<file path="src/rtl/rmfpw_pkg.sv">
// Shared types and constants for the rotated monochrome framebuffer block.
// No dependencies; compiled first.
`timescale 1ns / 1ps
`default_nettype none

package rmfpw_pkg;

	localparam int unsigned COORD_W = 11;
	localparam int unsigned INDEX_W = 13;
	localparam int unsigned BYTE_W  = 8;
	localparam int unsigned ROT_W   = 2;

	localparam logic [BYTE_W-1:0] BYTE_ONES = 8'hFF;
	localparam logic [2:0]        BIT_TOP   = 3'd7;

	localparam logic CMD_PLOT = 1'b0;
	localparam logic CMD_READ = 1'b1;

	localparam logic [ROT_W-1:0] ROT_0   = 2'd0;
	localparam logic [ROT_W-1:0] ROT_90  = 2'd1;
	localparam logic [ROT_W-1:0] ROT_180 = 2'd2;
	localparam logic [ROT_W-1:0] ROT_270 = 2'd3;

	// queue between the classifier and the store engine; power of two
	localparam int unsigned QUEUE_DEPTH = 2;

	// classified operation, carried through the queue next to its byte address
	typedef struct packed {
		logic       is_read;
		logic       hit;
		logic       color;
		logic [2:0] bit_pos;
	} op_ctrl_t;

endpackage

`default_nettype wire

</file>
<file path="src/rtl/rmfpw_fifo.sv">
// Short queue of classified operations between front end and store engine.
// Depends on rmfpw_pkg for the queue depth.
`timescale 1ns / 1ps
`default_nettype none

module rmfpw_fifo #(
	parameter int WIDTH = 19
) (
	input  wire              clk,
	input  wire              arst_n,
	input  wire              push,
	input  wire [WIDTH-1:0]  din,
	input  wire              pop,
	output logic [WIDTH-1:0] dout,
	output logic             full,
	output logic             empty
);
	import rmfpw_pkg::*;

	localparam int PTR_W = (QUEUE_DEPTH > 1) ? $clog2(QUEUE_DEPTH) : 1;

	logic [WIDTH-1:0] slot_q [QUEUE_DEPTH];
	logic [PTR_W-1:0] wr_ptr_q;
	logic [PTR_W-1:0] rd_ptr_q;
	logic [PTR_W:0]   count_q;

	always_ff @(posedge clk or negedge arst_n) begin
		if (!arst_n) begin
			wr_ptr_q <= '0;
			rd_ptr_q <= '0;
			count_q  <= '0;
		end else begin
			if (push) wr_ptr_q <= wr_ptr_q + 1'b1;
			if (pop) rd_ptr_q <= rd_ptr_q + 1'b1;
			if (push && !pop) begin
				count_q <= count_q + 1'b1;
			end else if (pop && !push) begin
				count_q <= count_q - 1'b1;
			end
		end
	end

	always_ff @(posedge clk) begin
		if (push) slot_q[wr_ptr_q] <= din;
	end

	assign dout  = slot_q[rd_ptr_q];
	assign full  = (count_q == (PTR_W + 1)'(QUEUE_DEPTH));
	assign empty = (count_q == '0);

endmodule

`default_nettype wire

</file>
<file path="config.mk">
export PLATFORM = sky130hd
export DESIGN_NAME = rmfpw_fifo
export DESIGN_NICKNAME = d
export VERILOG_FILES = /design/src/rtl/rmfpw_pkg.sv /design/src/rtl/rmfpw_fifo.sv
export SDC_FILE = /design/constraint.sdc
export NUM_CORES = 1
export LEC_CHECK = 0
export BUFFER_PORTS_ARGS = -buffer_cell sky130_fd_sc_hd__buf_2
export CAP_MARGIN = 25
export CORE_ASPECT_RATIO = 1.4
export CORE_UTILIZATION = 35
export CTS_BUF_LIST = sky130_fd_sc_hd__clkbuf_8
export CTS_CLUSTER_SIZE = 14
export DETAILED_ROUTE_END_ITERATION = 10
export PLACE_DENSITY = 0.62
export SYNTH_ARGS = -nofsm -noshare
export SYNTH_HDL_FRONTEND = slang
export SYNTH_SLANG_ARGS = --single-unit
</file>
<file path="constraint.sdc">
create_clock -name clk -period 1.57 [get_ports clk]
set_input_delay 0.3925 -clock clk [delete_from_list [all_inputs] [get_ports clk]]
set_output_delay 0.3925 -clock clk [all_outputs]
set_load 0.05 [all_outputs]
</file>
==> flow_summary.json <==
{
  "run_status": "finished with violations",
  "violations": "negative setup slack",
  "max_slew.worst_pin.slew_ps": 247,
  "mapped_cells": 75,
  "stdcell_count": 196,
  "critical_path.endpoint_type": "output pin",
  "finClkSkew_ps": 6.98,
  "via_count": 833,
  "finalWirelength_mm": 2.76,
  "postSynthRegisterBits": 42,
  "die-height_um": 82.9,
  "hold_viol": 0,
  "ys_seq_area_frac": 0.758,
  "power.density_nw_per_um2": 2060,
  "synth_top_area_cell": "sky130_fd_sc_hd__edfxtp_1",
  "worst_r2r_endpoint": "slot_q[1][10]$_DFFE_PP_",
  "r2r-start": "wr_ptr_q$_DFFE_PN0P_",
  "timing.final.crit_period_ps": 1770,
  "grt_first_pass_wirelength_mm": 4.07,
  "clock-root-buffer": "sky130_fd_sc_hd__clkbuf_8",
  "power_frac_clock": 0.132,
  "rows": 29,
  "sw_frac_of_total": 0.382,
  "synthesis.area_um2": 1640,
  "io-pin-count": 44,
  "hold-path-cell-count": 1,
  "die_area_um2": 4960,
  "io_buffers": 43,
  "placeableCoreArea_um2": 4500,
  "mappedNetlistNets": 99,
  "area_growth_pct": 36.6,
  "setup_tns_ps": -3440,
  "hold-path-endpoint": "slot_q[1][1]$_DFFE_PP_",
  "post-route-drc-count": 0,
  "p_comb_frac": 0.520,
  "r2r_setup_slack_ps": 470,
  "achievable_frequency_mhz": 566,
  "place_area_um2": 1980,
  "worst_path_class_setup": "flop to output pin",
  "clk-insertion-delay-late_ps": 280,
  "cpPeakStageDelay_ps": 450,
  "drtPass1Iterations": 3,
  "power.share.sequential": 0.349,
  "grt.total_usage": 0.117,
  "setup.worst_path.start_class": "flop",
  "first_global_vias": 873,
  "detail-route-antenna-nets": 0,
  "final_layout_size_suffix_gt1_frac": 0.597,
  "clkTransAtPathRegs_ps": 70,
  "hold_path.class": "primary input to flop",
  "leakagePower_nw": 0.934,
  "wl_per_cell_um": 14.1,
  "yosys_warnings": 0,
  "post-synth-top-area-fraction": 0.697,
  "setup_viol": 19,
  "syn-mean-instance-area_um2": 21.8,
  "critical_path_at_ps": 1370,
  "peakVddDrop_mv": 1.13,
  "crit_path_cell_trace": "clkbuf_16 -> mux2_4 -> buf_6",
  "internal_power_w": 0.00285,
  "clock_sinks": 42,
  "detail_route.iter0.violations": 15,
  "worst_slew_margin_rel": 0.837,
  "final.hold.worst_slack_ps": 294,
  "crit_path_max_fanout": 8,
  "cell_with_the_largest_stage_delay_on_the_worst_path": "sky130_fd_sc_hd__dfrtp_2",
  "slew_violations": 0,
  "net-switching-power_w": 0.00176,
  "grt_setup_unrepaired": "true",
  "cts_max_level": 2,
  "start_util": 0.364,
  "critical_path_required_ps": 1180,
  "antenna_cells_inserted": 0,
  "grt_antenna_before_repair": 0,
  "die-width_um": 59.8,
  "tritoncts_clock_tree": "done",
  "post_drt_via_cell_ratio": 4.25,
  "place.detailed.instances": 184,
  "cts_buffer_depth": 2,
  "fin_nets": 158,
  "part_of_the_cycle_the_worst_path_needs": 1.12,
  "worst_slack_setup_final_ps": -195,
  "worst-r2r-cell-count": 2,
  "hold_start": "din[1]",
  "place_congestion": 0.616,
  "numCtsBuffers": 5,
  "overflow": 0,
  "post_synth_num_cell_types": 12,
  "cap_violations": 0,
  "design_area_um2": 2240,
  "post_synth_main_area_contributors": "sky130_fd_sc_hd__edfxtp_1 (70%), sky130_fd_sc_hd__mux2_4 (17%), sky130_fd_sc_hd__dfrtp_1 (6.1%), sky130_fd_sc_hd__xor2_1 (2.1%), sky130_fd_sc_hd__buf_6 (1.4%)",
  "largest_net_degree_at_the_start_of_global_routing": 18
}
[area by class of cell]
cell class              count  area (um^2)
well taps                  62         77.6
clock inverters             2         7.51
inverters                   1         3.75
clock buffers               5         68.8
repair buffers             54          464
multi-input cells          30          373
fillers                   419         2260
flip-flops and latches     42         1240
[cell families after synthesis]
logic type,share of synthesized area
muxes,0.174
xor gates and xnor gates,0.0267
buffers and inverters,0.0160
and+or+nand+nor,0.0176
DFF,0.758
adders and majority gates,0.00764
[power by group through the flow]
| stage | combinational (W) | clock, W | sequential (W) |
|---|---|---|---|
| floorplan | 0.00158 | 0 | 0.00160 |
| global placement | 0.00195 | 0 | 0.00161 |
| detailed placement | 0.00198 | 0 | 0.00163 |
| CTS | 0.00228 | 0.000637 | 0.00160 |
| global route | 0.00251 | 0.000685 | 0.00163 |
| finish | 0.00240 | 0.000607 | 0.00161 |
[cells in the final DEF, fill, tap and decap left out]
cell                            netlist  layout
sky130_fd_sc_hd__edfxtp_1            38      38
sky130_fd_sc_hd__buf_2                0      23
sky130_fd_sc_hd__mux2_4              19      19
sky130_fd_sc_hd__buf_6                2      19
sky130_fd_sc_hd__buf_4                0       8
sky130_fd_sc_hd__clkbuf_8             0       5
sky130_fd_sc_hd__xor2_1               4       4
sky130_fd_sc_hd__inv_1                1       3
sky130_fd_sc_hd__dfrtp_1              4       3
sky130_fd_sc_hd__nor2_1               2       2
sky130_fd_sc_hd__buf_12               0       2
sky130_fd_sc_hd__and2b_2              1       1
sky130_fd_sc_hd__and2_1               1       1
sky130_fd_sc_hd__nor2b_2              0       1
sky130_fd_sc_hd__xnor2_1              1       1
sky130_fd_sc_hd__ha_1                 1       1
sky130_fd_sc_hd__clkbuf_16            0       1
sky130_fd_sc_hd__dlygate4sd3_1        0       1
sky130_fd_sc_hd__dfrtp_2              0       1
[worst max-delay path, delay by kind of cell, from the launching register on]
family / cells / cell delay, ps
DFF: 1 / 450
buffers and inverters: 2 / 330
muxes: 1 / 300
[cells in the mapped netlist]
library cell and count:
sky130_fd_sc_hd__and2_1 1, sky130_fd_sc_hd__and2b_2 1, sky130_fd_sc_hd__buf_6 2, sky130_fd_sc_hd__dfrtp_1 4, sky130_fd_sc_hd__edfxtp_1 38, sky130_fd_sc_hd__ha_1 1
sky130_fd_sc_hd__inv_1 1, sky130_fd_sc_hd__mux2_4 19, sky130_fd_sc_hd__nor2_1 2, sky130_fd_sc_hd__nor2b_1 1, sky130_fd_sc_hd__xnor2_1 1, sky130_fd_sc_hd__xor2_1 4
[how the worst max path moves through the flow]
stage,endpoint,startpoint,depth (start not counted)
3_5_place_dp,dout[7],rd_ptr_q$_DFFE_PN0P_,3
4_1_cts,dout[4],rd_ptr_q$_DFFE_PN0P_,3
6_report,dout[14],rd_ptr_q$_DFFE_PN0P_,3
2_1_floorplan,empty,count_q[0]$_DFFE_PN0P_,1
3_3_place_gp,dout[14],rd_ptr_q$_DFFE_PN0P_,3
5_1_grt,dout[11],rd_ptr_q$_DFFE_PN0P_,3
[per-layer routing]
metal | up-vias | GRT usage | share of wire
met2 | 35 | 0.201 | 0.54
li1 | 401 | - | -
met3 | 4 | 0.0467 | 0.056
met1 | 393 | 0.123 | 0.39
met5 | - | 0 | 0
met4 | 0 | 0.0444 | 0.012
[what timing repair did]
| item | 4_1_cts | 5_1_grt |
|---|---|---|
| endpoints found under the hold margin | 4 | 0 |
| pin swaps | 0 | 0 |
| setup endpoints to repair | 20 | 20 |
| setup buffers | 0 | 3 |
| resized for setup | 38 | 2 |
| gates cloned | 0 | 1 |
| hold buffers | 1 | 0 |
[per-stage QoR]
stage	total power (W)	worst slack [ps]	util
CTS	0.00452	-228	0.486
global route	0.00482	-240	0.497
finish	0.00461	-195	0.497
global placement	0.00356	96.8	0.440
detailed placement	0.00361	77.3	0.440
floorplan	0.00318	108	-
[state kept, by name, summed over array words and instances, names as in the netlist]
register	cells
count_q	2
wr_ptr_q	1
slot_q	38
rd_ptr_q	1
Power figures use the tool's default switching activity.
