## src/rtl/rmfpw_pkg.sv

```systemverilog
// Shared types and constants for the rotated monochrome framebuffer block.
// No dependencies; compiled first.
`timescale 1ns / 1ps
`default_nettype none

package rmfpw_pkg;

	localparam int unsigned COORD_W = 11;
	localparam int unsigned INDEX_W = 13;
	localparam int unsigned BYTE_W  = 8;
	localparam int unsigned ROT_W   = 2;

	localparam logic [BYTE_W-1:0] BYTE_ONES = 8'hFF;
	localparam logic [2:0]        BIT_TOP   = 3'd7;

	localparam logic CMD_PLOT = 1'b0;
	localparam logic CMD_READ = 1'b1;

	localparam logic [ROT_W-1:0] ROT_0   = 2'd0;
	localparam logic [ROT_W-1:0] ROT_90  = 2'd1;
	localparam logic [ROT_W-1:0] ROT_180 = 2'd2;
	localparam logic [ROT_W-1:0] ROT_270 = 2'd3;

	// queue between the classifier and the store engine; power of two
	localparam int unsigned QUEUE_DEPTH = 2;

	// classified operation, carried through the queue next to its byte address
	typedef struct packed {
		logic       is_read;
		logic       hit;
		logic       color;
		logic [2:0] bit_pos;
	} op_ctrl_t;

endpackage

`default_nettype wire

```

## src/rtl/rmfpw_ifs.sv

```systemverilog
// Channel interfaces: pixel request, result and rotation register write.
// Depends on rmfpw_pkg.
`timescale 1ns / 1ps
`default_nettype none

interface rmfpw_req_if;
	import rmfpw_pkg::*;
	logic                      valid;
	logic                      ready;
	logic                      cmd;
	logic signed [COORD_W-1:0] pos_x;
	logic signed [COORD_W-1:0] pos_y;
	logic                      color;
	logic [INDEX_W-1:0]        byte_index;

	modport source (output valid, cmd, pos_x, pos_y, color, byte_index, input ready);
	modport sink (input valid, cmd, pos_x, pos_y, color, byte_index, output ready);
endinterface


interface rmfpw_cfg_if;
	import rmfpw_pkg::*;
	logic             valid;
	logic             ready;
	logic [ROT_W-1:0] wdata;

	modport source (output valid, wdata, input ready);
	modport sink (input valid, wdata, output ready);
endinterface

`default_nettype wire

```

## src/rtl/rmfpw_front.sv

```systemverilog
// Front end: rotation register, request acceptance, bounds check and
// rotation mapping into a byte address plus bit position. Depends on rmfpw_pkg.
`timescale 1ns / 1ps
`default_nettype none

module rmfpw_front #(
	parameter int PANEL_WIDTH  = 176,
	parameter int PANEL_HEIGHT = 264,
	parameter int ADDR_W       = 13
) (
	input  wire                       clk,
	input  wire                       arst_n,
	rmfpw_cfg_if.sink                 cfg,
	rmfpw_req_if.sink                 req,
	input  wire                       clear_busy,
	input  wire                       q_full,
	output logic                      q_push,
	output rmfpw_pkg::op_ctrl_t       q_ctrl,
	output logic [ADDR_W-1:0]         q_addr
);
	import rmfpw_pkg::*;

	localparam int ROW_BYTES = (PANEL_WIDTH + 7) / 8;
	localparam int DEPTH     = ROW_BYTES * PANEL_HEIGHT;
	localparam int CMP_W     = ((ADDR_W > INDEX_W) ? ADDR_W : INDEX_W) + 1;

	localparam logic [COORD_W-1:0] W_LAST = COORD_W'(PANEL_WIDTH - 1);
	localparam logic [COORD_W-1:0] H_LAST = COORD_W'(PANEL_HEIGHT - 1);
	localparam logic [COORD_W:0]   W_SIZE = (COORD_W + 1)'(PANEL_WIDTH);
	localparam logic [COORD_W:0]   H_SIZE = (COORD_W + 1)'(PANEL_HEIGHT);

	logic [ROT_W-1:0]   rotation_q;
	logic               swap;
	logic [COORD_W:0]   log_w;
	logic [COORD_W:0]   log_h;
	logic               plot_hit;
	logic               rd_hit;
	logic [COORD_W-1:0] px;
	logic [COORD_W-1:0] py;
	logic [ADDR_W-1:0]  row_base;
	logic [ADDR_W-1:0]  plot_addr;
	logic               is_read;

	assign cfg.ready = 1'b1;

	always_ff @(posedge clk or negedge arst_n) begin
		if (!arst_n) begin
			rotation_q <= ROT_0;
		end else if (cfg.valid && cfg.ready) begin
			rotation_q <= cfg.wdata;
		end
	end

	always_comb begin
		swap  = (rotation_q == ROT_90) || (rotation_q == ROT_270);
		log_w = swap ? H_SIZE : W_SIZE;
		log_h = swap ? W_SIZE : H_SIZE;
		// sign bit clear means the zero-extended bits equal the value
		plot_hit = !req.pos_x[COORD_W-1] && ({1'b0, req.pos_x} < log_w) &&
			!req.pos_y[COORD_W-1] && ({1'b0, req.pos_y} < log_h);

		case (rotation_q)
			ROT_90: begin
				px = W_LAST - req.pos_y;
				py = req.pos_x;
			end
			ROT_180: begin
				px = W_LAST - req.pos_x;
				py = H_LAST - req.pos_y;
			end
			ROT_270: begin
				px = req.pos_y;
				py = H_LAST - req.pos_x;
			end
			default: begin
				px = req.pos_x;
				py = req.pos_y;
			end
		endcase

		// in-range points stay below the store depth, so truncation is exact
		row_base  = ADDR_W'(py) * ADDR_W'(ROW_BYTES);
		plot_addr = row_base + ADDR_W'(px >> 3);

		rd_hit  = CMP_W'(req.byte_index) < CMP_W'(DEPTH);
		is_read = (req.cmd == CMD_READ);

		q_ctrl.is_read = is_read;
		q_ctrl.hit     = is_read ? rd_hit : plot_hit;
		q_ctrl.color   = req.color;
		q_ctrl.bit_pos = BIT_TOP - px[2:0];
		q_addr         = is_read ? ADDR_W'(req.byte_index) : plot_addr;
	end

	assign req.ready = !clear_busy && !q_full;
	assign q_push    = req.valid && req.ready;

endmodule

`default_nettype wire

```

## src/flat_wrapper.sv

```systemverilog
// flat-port wrapper written by rule: the top's interface ports become plain ports
module rmfpw_front_flat import rmfpw_pkg::*;
#(
	parameter int PANEL_WIDTH  = 176,
	parameter int PANEL_HEIGHT = 264,
	parameter int ADDR_W       = 13
)
  (clk, arst_n, clear_busy, q_full, q_push, q_ctrl, q_addr, cfg_valid, cfg_wdata, cfg_ready, req_valid, req_cmd, req_pos_x, req_pos_y, req_color, req_byte_index, req_ready);
  rmfpw_cfg_if cfg_i ();
  rmfpw_req_if req_i ();
  input  wire clk;
  input  wire arst_n;
  input  wire clear_busy;
  input  wire q_full;
  output logic q_push;
  output rmfpw_pkg::op_ctrl_t q_ctrl;
  output logic [ADDR_W-1:0] q_addr;
  input wire logic [$bits(cfg_i.valid)-1:0] cfg_valid;
  input wire logic [$bits(cfg_i.wdata)-1:0] cfg_wdata;
  output wire logic [$bits(cfg_i.ready)-1:0] cfg_ready;
  input wire logic [$bits(req_i.valid)-1:0] req_valid;
  input wire logic [$bits(req_i.cmd)-1:0] req_cmd;
  input wire logic [$bits(req_i.pos_x)-1:0] req_pos_x;
  input wire logic [$bits(req_i.pos_y)-1:0] req_pos_y;
  input wire logic [$bits(req_i.color)-1:0] req_color;
  input wire logic [$bits(req_i.byte_index)-1:0] req_byte_index;
  output wire logic [$bits(req_i.ready)-1:0] req_ready;
  assign cfg_i.valid = cfg_valid;
  assign cfg_i.wdata = cfg_wdata;
  assign cfg_ready = cfg_i.ready;
  assign req_i.valid = req_valid;
  assign req_i.cmd = req_cmd;
  assign req_i.pos_x = req_pos_x;
  assign req_i.pos_y = req_pos_y;
  assign req_i.color = req_color;
  assign req_i.byte_index = req_byte_index;
  assign req_ready = req_i.ready;
  rmfpw_front #(.PANEL_WIDTH(PANEL_WIDTH), .PANEL_HEIGHT(PANEL_HEIGHT), .ADDR_W(ADDR_W)) u_core (.clk(clk), .arst_n(arst_n), .cfg(cfg_i), .req(req_i), .clear_busy(clear_busy), .q_full(q_full), .q_push(q_push), .q_ctrl(q_ctrl), .q_addr(q_addr));
endmodule
```

## config.mk

```make
export PLATFORM = sky130hd
export DESIGN_NAME = rmfpw_front_flat
export DESIGN_NICKNAME = d
export VERILOG_FILES = /design/src/rtl/rmfpw_pkg.sv /design/src/rtl/rmfpw_ifs.sv /design/src/rtl/rmfpw_front.sv /design/src/flat_wrapper.sv
export SDC_FILE = /design/constraint.sdc
export NUM_CORES = 1
export LEC_CHECK = 0
export BUFFER_PORTS_ARGS = -buffer_cell sky130_fd_sc_hd__clkbuf_2
export CAP_MARGIN = 20
export CORE_MARGIN = 8
export CORE_UTILIZATION = 35
export DETAILED_ROUTE_END_ITERATION = 8
export GPL_ROUTABILITY_DRIVEN = 1
export HOLD_SLACK_MARGIN = 0.02
export PLACE_DENSITY = 0.6
export RECOVER_POWER = 50
export SETUP_SLACK_MARGIN = 0.3
export SYNTH_ARGS = -nofsm -noshare
export SYNTH_HDL_FRONTEND = slang
export SYNTH_SLANG_ARGS = --single-unit
```

## constraint.sdc

```tcl
create_clock -name clk -period 6.4 [get_ports clk]
set_input_delay 1.28 -clock clk [delete_from_list [all_inputs] [get_ports clk]]
set_output_delay 1.28 -clock clk [all_outputs]
set_load 0.005 [all_outputs]
```

==> results of run 1 <==
path summary, 6_finish.rpt:
path                                       from  depth (start not counted)                    to  slack, ns
setup reg to reg           u_core.rotation_q[0]                          5  u_core.rotation_q[0]       4.51
hold / removal                           arst_n                          1  u_core.rotation_q[1]       0.86
setup / recovery                   req_pos_y[3]                         18            q_addr[12]       0.24
max in group asynchronous                arst_n                          1  u_core.rotation_q[0]       5.41
hold reg to reg            u_core.rotation_q[1]                          3  u_core.rotation_q[1]       1.27
min in group clk           u_core.rotation_q[1]                          3  u_core.rotation_q[1]       1.27
area by class of cell:
| class | count | area (um^2) | share of cell area, % |
|---|---|---|---|
| Multi-Input combinational cell | 300 | 2430 | 73.9 |
| Inverter | 35 | 131 | 3.99 |
| Sequential cell | 2 | 50.0 | 1.52 |
| Timing Repair Buffer | 85 | 512 | 15.5 |
| Clock buffer | 3 | 41.3 | 1.25 |
| Tap cell | 99 | 124 | 3.76 |
through the flow:
stage | cells | hold WS (ns) | worst slack [ns] | area [um^2]
floorplan | 352 | 0.919 | 0.446 | 2520
global placement | 515 | 1.07 | -0.00915 | 3010
detailed placement | 515 | 1.07 | -0.0274 | 3010
CTS | 521 | 0.853 | 0.280 | 3190
global route | 524 | 0.860 | 0.0987 | 3290
finish | 524 | 0.856 | 0.245 | 3290
power breakdown:
part / leakage [uW] / switching [uW] / internal [uW]
Combinational: 0.00156 / 713 / 649
Sequential: 0.0000243 / 0.718 / 13.9
Clock: 0.0000216 / 9.14 / 39.7
Total: 0.00161 / 723 / 702
cells in the final DEF, fill, tap and decap left out, types with 3 or more instances in the layout:
cell,count
a21o_1,9
a21oi_1,18
and2_1,3
and3_1,3
buf_4,20
buf_8,3
clkbuf_1,5
clkbuf_2,54
clkbuf_8,3
fa_1,9
ha_1,30
ha_2,4
ha_4,3
inv_1,32
inv_2,3
mux2_2,3
mux2i_1,14
mux2i_2,3
nand2_1,40
nand3_1,4
nor2_1,29
nor2b_1,4
nor3_1,5
o21a_1,3
o21ai_0,29
o21ai_1,5
o22ai_1,3
o31ai_1,4
xnor2_1,12
xor2_1,9
cells by family (layout without fill, tap and decap cells):
group	Yosys count	after routing
other cells	1	1
flops	2	2
simple gates	109	109
mux	21	21
fa+ha+maj	46	46
xor+xnor	27	27
compound gates	96	96
buf+inv	50	123
repair_timing:
| action | 4_1_cts | 5_1_grt |
|---|---|---|
| pin swaps | 15 | 2 |
| resized for setup | 24 | 28 |
| setup buffers | 3 | 3 |
| setup endpoints to repair | 3 | 4 |
metal layers:
metal	up-vias	GRT usage, %
li1	1388	-
met1	1311	16.0
met4	0	3.09
met5	-	0
met3	6	2.14
met2	56	27.6
critical path, delay by kind of cell:
family / cells / cell delay (ns)
fa+ha+maj: 4 / 1.27
xor+xnor: 3 / 0.69
buf+inv: 5 / 0.47
simple gates: 2 / 0.51
compound gates: 3 / 0.51
mux: 1 / 0.15
==> impl_metrics.ini, run 1 <==
[floorplanning]
die-area_um2 = 10200
core_um2 = 7100
die_width_um = 101
rows = 31
fp.dieH_um = 101
io_pins = 67
floorplan.initialDensity_pct = 35.5

[placement]
port_buffers = 63
place_hpwl_mm = 5.87
globalplace.congestion = 0.916

[synth]
synth-simple-area-share_pct = 20.5
ys_seq_elements = 2
synth_cells = 352
synthMuxAreaShare_pct = 8.98
synth_common_cells = nand2_1, ha_1, inv_1, o21ai_0, nor2_1
syn_area_um2 = 2520
yosysMostFrequentCell = nand2_1
yosys_warnings = 0
ys_seq_area_share_pct = 1.98
synth_fp_nets = 443
ys.flop_type = dfrtp_1
async_flop_share_pct = 100
synth_edf_count = 0
synth_top_family_by_area = adder cells
synth-compound-area-share_pct = 24.2
synth-adder-area-share_pct = 25.5
synth_top_area_cell = ha_1
avgSynthCellArea_um2 = 7.17
yosysTopAreaCellShare_pct = 18.4
yosys.area_share.xor_xnor_pct = 10.5
synth_area_leaders = ha_1, fa_1, mux2i_1
synth.distinct_cells = 57

[grt]
grt_max_degree = 30
first_global_vias = 2692
grt_overflow_total = 0
antenna_found_initial = 0
grt_pass1_wl_mm = 12.2
grt_usage_pct = 14.3

[timing]
fmaxAchievable_mhz = 162
setup_tns_ns = 0
period_minus_slack_ns = 6.16
clock-skew-final_ns = 0
slew_violations = 0
fin_crit_sh_pct = 96.2
rsz0062_at_grt = true
timing_hold_violations_final = 0
worst_pin_slew_ns = 1.12
setup_viol = 0
slew-limit-headroom_pct = 25.5

[clock_network]
cts_buffer_depth = 2
numCtsBuffers = 3
cts_hold_buf = 0
tritoncts = yes
cts-root-buf = clkbuf_8
clk_pin_slew_worst_paths_ns = 0.03
htreeDepth = 1
clk_latency_ns = 0.21
cts.sinks = 2

[cells_and_area]
largest_reg_flops = 2
largest_register = u_core.rotation_q
fill_cells = 734
layout-drive-gt1-share_pct = 28.0
synthToLayoutAreaGrowth_pct = 30.5
layout.nets = 518
utilization_pct = 46.4
n_antenna_cell = 0
reg_top3 = u_core.rotation_q (2)

[pwr]
power_per_cell_area_nw_per_um2 = 433
power_uw = 1430
cellLeakagePower_uw = 0.00161
ir_drop_mv = 0.219

[critical_path]
crit_required_ns = 5.12
path_cells = buf_8 > mux2i_2 > ha_2 > nor2_4 > xnor2_2 > ha_1 > inv_1 > fa_1 > inv_2 > ha_4 > buf_6 > a21o_1 > or4_4 > a221oi_4 > xnor3_1 > xnor2_1 > o21ai_1 > buf_2
cpPeakStageDelay_ns = 0.48
critPathArrivalTime_ns = 4.88
cpMaxStageDelayCell = fa_1
crit_path_max_fanout = 5
path_class = in2out
endpoint_kind = output pin
start_kind = input pin

[route]
drt_wl_total_mm = 7.33
num_vias = 2761
dr.pass1.iters = 5
wl_met3_um = 341
post_drt_wl_per_cell_um = 14.0
drtIter0Drc = 83
met2_wirelength_mm = 3.77
via_per_inst = 5.27
drc_errors = 0
highest_layer = met4
m1WireLength_mm = 3.12
ant_nets = 0

[run]
maxCapViolCount = 0

[worst_hold_path]
hold_class = in2async

[run_status]
status = complete, no violations
No activity file was read; power rests on OpenSTA's default activity.
==> run 2, diff against run 1 <==
==> constraint.sdc (replaced) <==
create_clock -name clk -period 7.35 [get_ports clk]
set_input_delay 1.47 -clock clk [delete_from_list [all_inputs] [get_ports clk]]
set_output_delay 1.47 -clock clk [all_outputs]
set_load 0.005 [all_outputs]
==> run 2 against run 1 <==
Net effect: setup slack gained 0.32 ns; count of clock-buffer cells in the layout stayed put; global-route usage down 0.52 points; sequential cell count stayed put; wire length down 4.5%; final area fell by 9.8%; first-iteration DRC count rose by 34%; critical path type unchanged; critical endpoint unchanged; largest power group unchanged.
==> impl_metrics.ini, run 2 (synthesized netlist as in run 1, its figures left out) <==
[critical_path]
r2r-end = u_core.rotation_q[0]
critPathArrivalTime_ns = 5.31
cp_top_family = adder cells
cpMaxStageDelayCell = fa_1
reg2reg_depth = 3
start_kind = input pin
worstReg2RegStart = u_core.rotation_q[0]
cpPeakStageDelay_ns = 0.49
endpoint_kind = output pin
crit_required_ns = 5.88
crit_path_max_fanout = 7
critPathLaunch = req_pos_y[4]
path_buf_inv = 4
reg2reg_slack_ns = 5.68
path_class = in2out
cpMostUsedCell = ha_1
path_cells = clkbuf_2 > mux2i_1 > ha_1 > nand2_1 > o21ai_1 > ha_1 > inv_1 > fa_1 > inv_1 > ha_1 > a21o_1 > a21o_1 > or4_1 > a221oi_2 > xnor3_1 > xnor2_1 > o21ai_1 > clkbuf_2

[pwr]
cellLeakagePower_uw = 0.00150
power_frac_seq_pct = 1.3
p_int_uw = 499
ir_drop_mv = 0.170
swShare_pct = 52.8
power_per_cell_area_nw_per_um2 = 356
pwr-share-comb_pct = 94.6
p_sw_uw = 558
clockPowerShare_pct = 4.1

[grt]
grt_pass1_wl_mm = 11.8
grt_max_degree = 35
first_global_vias = 2574
antenna_found_initial = 0
grt_usage_pct = 13.8
grt_overflow_total = 0

[floorplanning]
core_um2 = 7100
die_width_um = 101
rows = 31
fp.dieH_um = 101
io_pins = 67
floorplan.initialDensity_pct = 35.5
die-area_um2 = 10200

[clock_network]
cts-root-buf = clkbuf_8
tritoncts = yes
htreeDepth = 1
cts.sinks = 2
cts_buffer_depth = 2
clk_latency_ns = 0.21
clk_pin_slew_worst_paths_ns = 0.03
numCtsBuffers = 3

[timing]
slew-limit-headroom_pct = 23.8
setup_slack_ns = 0.568
period_minus_slack_ns = 6.78
fmaxAchievable_mhz = 147
rsz0062_at_grt = true
worst_pin_slew_ns = 1.14
slew_violations = 0
setup_viol = 0
fin_crit_sh_pct = 92.3
timing_hold_violations_final = 0
clock-skew-final_ns = 0
setup_tns_ns = 0

[route]
drc_errors = 0
via_per_inst = 5.14
ant_nets = 0
num_vias = 2595
drt_wl_total_mm = 7.00
dr.pass1.iters = 4
drtIter0Drc = 111
post_drt_wl_per_cell_um = 13.9

[run]
maxCapViolCount = 0

[cells_and_area]
largest_register = u_core.rotation_q
layout.nets = 499
fill_cells = 758
synthToLayoutAreaGrowth_pct = 17.8
reg_top3 = u_core.rotation_q (2)
n_antenna_cell = 0
layout-drive-gt1-share_pct = 19.0
final_common_cell = clkbuf_2
layout_common_cells = clkbuf_2, nand2_1, ha_1, inv_1, o21ai_0
largest_reg_flops = 2

[placement]
post-place-ws_ns = 0.359
port_buffers = 63
globalplace.congestion = 0.910
place_hpwl_mm = 5.83

[worst_hold_path]
hold_class = in2async

[run_status]
status = complete, no violations
==> run 2: changes by cell type in the layout (fill, tap and decap cells not counted), moves of 3 or more <==
cell / previous run / this run
mux2i_2: 3 / 0
ha_2: 4 / 0
buf_8: 3 / 0
mux2i_1: 14 / 17
ha_4: 3 / 0
ha_1: 30 / 37
buf_4: 20 / 3
clkbuf_2: 54 / 58
==> run 2: worst reg2reg max path, cell delays in order, from the launching register on <==
cell,delay (ns)
dfrtp_1,0.53
buf_4,0.43
inv_1,0.36
o21ai_0,0.26
==> run 2: power by group through the flow <==
| stage | Clock, uW | Sequential (uW) | Combinational, uW |
|---|---|---|---|
| after floorplan | 0 | 12.9 | 743 |
| after global placement | 0 | 14.0 | 968 |
| after detailed placement | 0 | 14.0 | 973 |
| after CTS | 43.4 | 13.9 | 980 |
| after global routing | 45.5 | 14.0 | 1160 |
| final | 43.0 | 13.9 | 1000 |
==> run 2: worst max path at each step <==
| stage | slack [ns] | to | cells after the start |
|---|---|---|---|
| global route | 0.26 | q_addr[11] | 18 |
| CTS | 0.36 | q_addr[11] | 17 |
| detailed placement | 0.36 | q_addr[11] | 17 |
| floorplan | 1.02 | q_addr[12] | 16 |
| global placement | 0.45 | q_addr[11] | 16 |
| finish | 0.57 | q_addr[12] | 18 |
==> run 2: stage by stage <==
| step | total power, uW | utilization, % | cells | hold WS, ns | area [um^2] |
|---|---|---|---|---|---|
| final | 1060 | 41.8 | 505 | 1.04 | 2970 |
| after floorplan | 756 | - | 352 | 0.919 | 2520 |
| after global routing | 1220 | 41.8 | 505 | 1.05 | 2970 |
| after detailed placement | 987 | 40.9 | 501 | 1.23 | 2900 |
| after global placement | 982 | 40.9 | 501 | 1.21 | 2900 |
| after CTS | 1040 | 41.5 | 504 | 1.04 | 2940 |
==> run 2: layout make-up <==
cell class	instances	area (um^2)	area share, %
clock buffer	3	41.3	1.39
inverter	35	131	4.42
multi-input combinational	300	2290	77.2
sequential	2	50.0	1.68
tap	99	124	4.17
timing repair buffer	66	332	11.2
==> run 2: timing repair <==
item / 4_1_cts / 5_1_grt
hold buffers: 0 / 0
resized for setup: 0 / 9
setup buffers: 0 / 1
endpoints found under the setup margin: 0 / 3
==> run 2: routing by layer <==
metal	wire length (um)	global-route usage [%]	vias up
li1	-	-	1362
met5	0	0	-
met3	259	0.898	4
met1	3200	17.3	1185
met2	3510	25.3	44
met4	34	2.52	0
